--- config.mk ---
export PLATFORM = sky130hd
export DESIGN_NAME = vpw_front
export DESIGN_NICKNAME = d
export VERILOG_FILES = /design/src/hdl/vpw_pkg.sv /design/src/hdl/vpw_front.sv
export SDC_FILE = /design/constraint.sdc
export NUM_CORES = 1
export LEC_CHECK = 0
export BUFFER_PORTS_ARGS = -buffer_cell sky130_fd_sc_hd__buf_2
export CORE_AREA = 2 2 498 500
export CTS_BUF_LIST = sky130_fd_sc_hd__clkbuf_8 sky130_fd_sc_hd__clkbuf_16
export CTS_CLUSTER_SIZE = 24
export DETAILED_ROUTE_END_ITERATION = 10
export DIE_AREA = 0 0 500 502
export MAX_ROUTING_LAYER = met4
export PLACE_DENSITY = 0.46
export SYNTH_ARGS = -nofsm -noshare
export SYNTH_HDL_FRONTEND = slang
export SYNTH_SLANG_ARGS = --single-unit
export TNS_END_PERCENT = 5
--- constraint.sdc ---
create_clock -name clk -period 5 [get_ports clk]
set_input_delay 0.5 -clock clk [delete_from_list [all_inputs] [get_ports clk]]
set_output_delay 0.5 -clock clk [all_outputs]
set_load 0.02 [all_outputs]
--- src/hdl/vpw_pkg.sv ---
// Package for the vertex projection block: widths, register codes, shared types
// and the fixed-point helpers used by the front, back and divider modules.
// No dependencies.
`timescale 1ns / 1ps
`default_nettype none
package vpw_pkg;

	localparam int FRAC_BITS   = 16;
	localparam int DATA_WIDTH  = 32;
	localparam int COORD_W     = 32;
	localparam int COEF_W      = 32;
	localparam int CFG_W       = 16;
	localparam int CFG_IDX_W   = 3;
	localparam int STORE_DEPTH = 32;
	localparam int IDX_W       = $clog2(STORE_DEPTH);

	localparam int N_ROW  = 4;
	localparam int N_MUL1 = N_ROW * 3;
	localparam int N_MUL2 = N_ROW * 4;
	localparam int N_DIV  = 3;
	localparam int PROJ_BASE = STORE_DEPTH / 2;

	localparam int VAL_W  = (DATA_WIDTH > COORD_W) ? DATA_WIDTH : COORD_W;
	localparam int PROD_W = COEF_W + VAL_W;
	localparam int SUM_W  = 64;
	localparam logic [PROD_W-1:0] TERM_LIMIT = PROD_W'(1) << 60;

	localparam int DVD_W = DATA_WIDTH + FRAC_BITS;
	localparam int N_W   = 32;
	localparam int NP_W  = N_W + 1;
	localparam int WP_W  = CFG_W + 1 + NP_W;
	localparam logic [DVD_W-1:0] QLIM_POS = DVD_W'(32'h7FFF_FFFF);
	localparam logic [DVD_W-1:0] QLIM_NEG = DVD_W'(32'h8000_0000);
	localparam logic [NP_W-1:0]  ONE_Q    = NP_W'(1) << FRAC_BITS;

	localparam int FIFO_DEPTH = 4;
	localparam int FIFO_AW    = $clog2(FIFO_DEPTH);
	localparam int PIPE_DEPTH = 5 + DVD_W + 3;
	localparam int CNT_W      = $clog2(PIPE_DEPTH + FIFO_DEPTH + 1);

	localparam logic OP_WRITE = 1'b0;
	localparam logic OP_POINT = 1'b1;

	localparam logic [CFG_IDX_W-1:0] CFG_VP_LEFT   = CFG_IDX_W'(0);
	localparam logic [CFG_IDX_W-1:0] CFG_VP_BOTTOM = CFG_IDX_W'(1);
	localparam logic [CFG_IDX_W-1:0] CFG_VP_WIDTH  = CFG_IDX_W'(2);
	localparam logic [CFG_IDX_W-1:0] CFG_VP_HEIGHT = CFG_IDX_W'(3);
	localparam logic [CFG_IDX_W-1:0] CFG_W_EPS     = CFG_IDX_W'(4);

	typedef logic [STORE_DEPTH-1:0][COEF_W-1:0] store_t;

	typedef struct packed {
		logic signed [COORD_W-1:0] px;
		logic signed [COORD_W-1:0] py;
		logic signed [COORD_W-1:0] pz;
	} point_t;

	typedef struct packed {
		logic [CFG_W-1:0] vp_left;
		logic [CFG_W-1:0] vp_bottom;
		logic [CFG_W-1:0] vp_width;
		logic [CFG_W-1:0] vp_height;
		logic [CFG_W-1:0] w_epsilon;
	} view_cfg_t;

	typedef struct packed {
		logic             valid;
		logic             ok;
		logic [N_DIV-1:0] neg;
	} div_tag_t;

	function automatic logic [COEF_W-1:0] mag_coef(input logic [COEF_W-1:0] a);
		return a[COEF_W-1] ? (~a + COEF_W'(1)) : a;
	endfunction

	function automatic logic [VAL_W-1:0] mag_val(input logic [VAL_W-1:0] v);
		return v[VAL_W-1] ? (~v + VAL_W'(1)) : v;
	endfunction

	function automatic logic [DATA_WIDTH-1:0] mag_dw(input logic [DATA_WIDTH-1:0] v);
		return v[DATA_WIDTH-1] ? (~v + DATA_WIDTH'(1)) : v;
	endfunction

	// Truncate toward zero, clamp the magnitude, then restore the sign.
	function automatic logic signed [SUM_W-1:0] term(input logic [PROD_W-1:0] p,
		input logic neg);
		logic [PROD_W-1:0] sh;
		logic [SUM_W-1:0]  t;
		sh = p >> FRAC_BITS;
		if (sh > TERM_LIMIT)
			sh = TERM_LIMIT;
		t = sh[SUM_W-1:0];
		return neg ? $signed(~t + SUM_W'(1)) : $signed(t);
	endfunction

	function automatic logic signed [DATA_WIDTH-1:0] sat_dw(input logic signed [SUM_W-1:0] v);
		logic signed [SUM_W-1:0] hi;
		logic signed [SUM_W-1:0] lo;
		hi = $signed({{(SUM_W-DATA_WIDTH+1){1'b0}}, {(DATA_WIDTH-1){1'b1}}});
		lo = ~hi;
		if (v > hi)
			return hi[DATA_WIDTH-1:0];
		else if (v < lo)
			return lo[DATA_WIDTH-1:0];
		else
			return v[DATA_WIDTH-1:0];
	endfunction

	function automatic logic signed [N_W-1:0] sat_n(input logic signed [SUM_W-1:0] v);
		logic signed [SUM_W-1:0] hi;
		logic signed [SUM_W-1:0] lo;
		hi = $signed({{(SUM_W-N_W+1){1'b0}}, {(N_W-1){1'b1}}});
		lo = ~hi;
		if (v > hi)
			return hi[N_W-1:0];
		else if (v < lo)
			return lo[N_W-1:0];
		else
			return v[N_W-1:0];
	endfunction

endpackage
`default_nettype wire

--- src/hdl/vpw_front.sv ---
// Front end: accepts input beats, writes coefficients into the matrix store and
// queues point items for the back end. Depends on vpw_pkg.
`timescale 1ns / 1ps
`default_nettype none
module vpw_front (
	input  logic                            clk,
	input  logic                            arst_n,
	input  logic                            in_valid,
	output logic                            in_stall,
	input  logic                            op,
	input  logic [vpw_pkg::IDX_W-1:0]       coef_index,
	input  logic signed [vpw_pkg::COEF_W-1:0] coef_value,
	input  logic signed [vpw_pkg::COORD_W-1:0] px,
	input  logic signed [vpw_pkg::COORD_W-1:0] py,
	input  logic signed [vpw_pkg::COORD_W-1:0] pz,
	input  logic                            pop,
	input  logic                            done,
	output vpw_pkg::point_t                 head,
	output logic                            fifo_empty,
	output vpw_pkg::store_t                 store
);
	import vpw_pkg::*;

	point_t               mem_q [FIFO_DEPTH];
	logic [FIFO_AW-1:0]   wr_ptr_q;
	logic [FIFO_AW-1:0]   rd_ptr_q;
	logic [FIFO_AW:0]     count_q;
	logic [CNT_W-1:0]     inflight_q;
	store_t               store_q;
	logic                 full;
	logic                 accept;
	logic                 push;
	logic                 do_pop;

	assign full       = (count_q == (FIFO_AW+1)'(FIFO_DEPTH));
	assign fifo_empty = (count_q == '0);
	// Hold a coefficient write until every queued or running point has left.
	assign in_stall   = full || ((op == OP_WRITE) && (inflight_q != '0));
	assign accept     = in_valid && !in_stall;
	assign push       = accept && (op == OP_POINT);
	assign do_pop     = pop && !fifo_empty;
	assign head       = mem_q[rd_ptr_q];
	assign store      = store_q;

	always_ff @(posedge clk or negedge arst_n) begin
		if (!arst_n) begin
			wr_ptr_q   <= '0;
			rd_ptr_q   <= '0;
			count_q    <= '0;
			inflight_q <= '0;
			store_q    <= '0;
		end else begin
			if (push)
				wr_ptr_q <= wr_ptr_q + FIFO_AW'(1);
			if (do_pop)
				rd_ptr_q <= rd_ptr_q + FIFO_AW'(1);
			unique case ({push, do_pop})
				2'b10:   count_q <= count_q + (FIFO_AW+1)'(1);
				2'b01:   count_q <= count_q - (FIFO_AW+1)'(1);
				default: count_q <= count_q;
			endcase
			unique case ({push, done})
				2'b10:   inflight_q <= inflight_q + CNT_W'(1);
				2'b01:   inflight_q <= inflight_q - CNT_W'(1);
				default: inflight_q <= inflight_q;
			endcase
			if (accept && (op == OP_WRITE))
				store_q[coef_index] <= coef_value;
		end
	end

	always_ff @(posedge clk) begin
		if (push)
			mem_q[wr_ptr_q] <= '{px: px, py: py, pz: pz};
	end

endmodule
`default_nettype wire

-- Word level (Yosys, flattened, before mapping)
Memory sizes are Yosys's and may differ from the RTL's.
Cells that the tools add are included.
- add/subtract/negate cells: 6
- $lt $le $gt $ge: 2
- eq/ne operators: 5
- mux-type cells: 7
- bitwise operators: 1
- reductions and logical operators: 13
- operators with widths (operator ; count):
    $bwmux 1024 ; 1
    $demux 32 s5 ; 1
    $mux 32 ; 1
    $pmux 6 s2 ; 1
    $add 6x1->6 const B ; 1
    $logic_and 1x1->1 ; 6
    $lt 5x6->1 const B ; 1
    $pmux 3 s2 ; 1
    $reduce_bool 6->1 ; 1
    $sub 6x1->6 const B ; 1
    $ge 5x1->1 const B ; 1
    $add 2x1->2 const B ; 2
    $eq 2x1->1 const B ; 2
    $eq 2x2->1 const B ; 2
    $reduce_bool 2->1 ; 2
    $add 3x1->3 const B ; 1
    $eq 3x3->1 const B ; 1
    $logic_not 3->1 ; 1
    $sub 3x1->3 const B ; 1
    $logic_not 1->1 ; 2
    $mux 1 ; 2
    $logic_or 1x1->1 ; 1
    $not 1->1 ; 1
- register bits after elaboration: 1037
- memory bits (writable): 384
- input port bits: 139
- output and inout port bits: 1122
- word-level logic and storage cells: 71
- memories: 1
- memories (name ; words ; bits a word ; rd ports ; clocked after memory_dff ; write ports ; line ; source):
    mem_q ; 4 ; 96 ; 1 ; 0 ; 1 ; vpw_front.sv:24 ; point_t mem_q [FIFO_DEPTH];

-- Depth between registers and ports, before layout
- depth in word-level cells: 8
- depth in mapped cells: 10
- depth with buffers taken out: 9

-- Least setup slack after synthesis
OpenSTA, ideal clock, no wires.
- path kind: register to register
- from: reg count_q[2]
- to: mem mem_q[0][0] in the netlist's numbering, enable pin
- arrival: 3.257 ns
- slack: 1.278 ns
- cell stages (with the launch flop): 5
- buffers on the path: 1
- period minus slack after synthesis: 3.722 ns
- cells stage by stage: dfrtp_1 > or3b_1 > and3_1 > clkbuf_1 > and2_1
- cells in the longest elaborated chain, start to end: 7
- RTL lines (what ; line ; source):
    start: declaration ; vpw_front.sv:27 ; logic [FIFO_AW:0] count_q;
    start signal: assignment ; vpw_front.sv:58 ; 2'b10: count_q <= count_q + (FIFO_AW+1)'(1);
    start signal: assignment ; vpw_front.sv:59 ; 2'b01: count_q <= count_q - (FIFO_AW+1)'(1);
    start signal: assignment ; vpw_front.sv:60 ; default: count_q <= count_q;
    $eq 3x3->1 ; vpw_front.sv:35 ; assign full = (count_q == (FIFO_AW+1)'(FIFO_DEPTH));
    $logic_or 1x1->1 ; vpw_front.sv:38 ; assign in_stall = full || ((op == OP_WRITE) && (inflight_q != '0));
    $logic_not 1->1 ; vpw_front.sv:39 ; assign accept = in_valid && !in_stall;
    $logic_and 1x1->1 ; vpw_front.sv:39 ;
    $logic_and 1x1->1 ; vpw_front.sv:40 ; assign push = accept && (op == OP_POINT);
    $mux 1 ; vpw_front.sv:73 ; if (push)
    $mux 1 (not written as such) ; vpw_front.sv:74 ; mem_q[wr_ptr_q] <= '{px: px, py: py, pz: pz};
    end: declaration ; vpw_front.sv:24 ;
No other way between the ends.

==> qor.yml <==
outcome: "finished clean"
ant_nets: 0
critPathLaunchType: "register"
synthFlopType: "dfrtp_1"
via_count: 32001
rsz0062_at_grt: "no"
grt_antenna_before_repair: 27
fin_skew_ns: 0.0497
cts_resized: 0
worst_pin_slew_ns: 1.20
yosys_warnings: 0
grt_remaining_overflow: 0
rr_startpoint: "count_q[0]"
relSlewSlack: 0.202
drtIter0Drc: 1931
finalSetupViolations: 0
first_global_vias: 33587
path_max_fanout: 34
min_period_over_period: 0.687
fillers: 24883
dp_hpwl_um: 146000
synth_edf_count: 384
power-per-cell-area_mw_per_mm2: 430
h-tree-depth: 4
yosysTopAreaCell: "dfrtp_1"
clk_path_buf_depth: 3
synth.avg_cell_area_um2: 18.4
p_leak_nw: 35.0
synth_cells: 2879
place_congestion: 0.777
io_buffer_count: 1260
ctsHoldBuffers: 97
timing.fmax_ghz: 0.291
async_reset_ff_frac: 0.730
final_cells: 7624
ys_ff_latch: 1421
synthesis.area_mm2: 0.0531
hp-class: "primary input to asynchronous set/reset pin"
yosys.area.top_type_share: 0.489
wl_met1_um: 81500
path_clk_slew_ns: 0.06
seqCellArea_mm2: 0.0375
hold_viol_final: 0
syn2layout_area_growth_pct: 31.7
path_delay_family: "flip-flops"
critPathBufInv: 2
cp_cell_sequence: "buf_12 -> mux4_2 -> buf_2"
multi_input_area_mm2: 0.0147
fin_nets: 4411
synthDistinctLibCells: 44
first_pass_iters: 4
reg2regPathDepth: 9
design.core.area_mm2: 0.245
rows: 182
wl_met3_um: 17500
min_period_ns: 3.43
maxCapViolCount: 0
cp_data_required_time_ns: 4.50
synth_area_leaders: "dfrtp_1 49%, edfxtp_1 22%, mux2_2 21%"
grt_max_degree: 113
r2r_setup_slack_ns: 1.66
yosysMostFrequentCell: "dfrtp_1"
synth_commonest_cells: "1,037 x dfrtp_1, 997 x mux2_2, 384 x edfxtp_1"
drv_slew: 0
crit_type: "register to primary output"
initial_core_util: 0.217
cpPeakStageDelay_ns: 0.93
vias_per_cell: 4.20
cts_buffers: 164
die_x_um: 500
routed.top_layer: "met4"
synth_fp_nets: 3030
die-area_mm2: 0.251
grt_pass1_wl_um: 285000
grt_usage: 0.167
cp.depth: 3
layout-drive-gt1-share: 0.620
r2r-end: "inflight_q[5]"
dp_cells: 7217
cts_setup_buffers: 0
yosysSeqAreaShare: 0.706
route.detailed.drc: 0
routed_wl_um: 211000
wire_per_inst_um: 27.6
ir_drop_mv: 0.309
clock_latency_ns: 0.81
numClockSinks: 1421
ios: 1261
cts_tree: "built"
root_buffer: "clkbuf_16"
arrival_ns: 2.93
wl_met2_um: 105000
end_kind: "primary output"
cp_slowest_cell: "dfrtp_4"
fin_setup_tns_ns: 0
die_y_um: 502
==> worst max-delay path by stage <==
stage	start	to	slack, ns
after detailed placement	count_q[0]	inflight_q[5]	1.66
after CTS	rd_ptr_q[0]	head[82]	1.39
after global placement	count_q[0]	inflight_q[5]	1.64
after floorplan	count_q[2]	mem_q[0][0]	1.28
after global routing	rd_ptr_q[0]	head[11]	1.35
final	rd_ptr_q[0]	head[82]	1.57
==> metrics by stage <==
| stage | cell area, um^2 | util | setup WS [ns] | power, mW | hold WS (ns) |
|---|---|---|---|---|---|
| floorplan | 53100 | - | 1.28 | 15.9 | 0.204 |
| global placement | 63400 | 0.258 | 1.64 | 18.0 | 0.467 |
| detailed placement | 63400 | 0.258 | 1.66 | 18.0 | 0.466 |
| CTS | 69900 | 0.285 | 1.39 | 30.5 | 0.171 |
| global route | 69900 | 0.285 | 1.35 | 31.3 | 0.229 |
| finish | 69900 | 0.285 | 1.57 | 30.1 | 0.197 |
==> layout by cell type, fill, tap and decap left out, types with 3 or more instances in the layout <==
master         instances
clkinv_16              9
buf_12                15
clkinvlp_4             4
dfrtp_1             1035
clkbuf_8              25
inv_6                  6
buf_2               1259
ha_1                  10
inv_16                 4
nor2_4                20
edfxtp_1             384
clkinv_2              17
nand3b_1               3
buf_4                 63
diode_2               17
and2_4                 4
mux2_1                28
inv_1                 40
xnor2_1                5
xor2_1                 6
o21ai_0                5
clkinv_1              16
a21oi_1                3
nor3_4                 8
nand2_1                8
clkbuf_16            164
bufinv_16             13
or2_2                  3
mux4_2                96
nor2_1                 3
dlygate4sd3_1         97
mux2_2               997
==> logic make-up (layout without fill, tap and decap cells) <==
kind of cell               Yosys count  count (layout)  synth area share
muxes                             1122            1122             0.258
and+or+nand+nor                     72              72           0.00860
xor gates and xnor gates            11              11           0.00181
other                                0              17                 0
adders and majority gates           12              12           0.00311
DFF                               1421            1421             0.706
AOI/OAI and AO/OA                   13              13           0.00148
buffers and inverters              228            1736            0.0210
==> where the power goes <==
part | internal [mW] | switching (mW)
Combinational | 1.74 | 2.94
Clock | 7.10 | 5.19
Sequential | 12.6 | 0.457
==> metal layers <==
metal	vias up	track usage
met1	17254	0.189
met5	-	-
met3	285	0.0560
li1	13281	-
met2	1181	0.277
met4	0	0.0578
==> sequential cells by signal (all words and copies together) (netlist names) <==
register	flops
store	1024
wr_ptr_q	2
mem_q	384
rd_ptr_q	2
count_q	3
inflight_q	6
==> area by class of cell <==
class | instances | area share
antenna | 17 | 0.000608
clock buffer | 189 | 0.0636
clock inverter | 104 | 0.0160
inverter | 8 | 0.000429
multi-input combinational | 1230 | 0.211
sequential | 1421 | 0.536
tap | 3220 | 0.0576
timing repair buffer | 1435 | 0.115
Note: power is estimated with default switching activity, not from simulation.
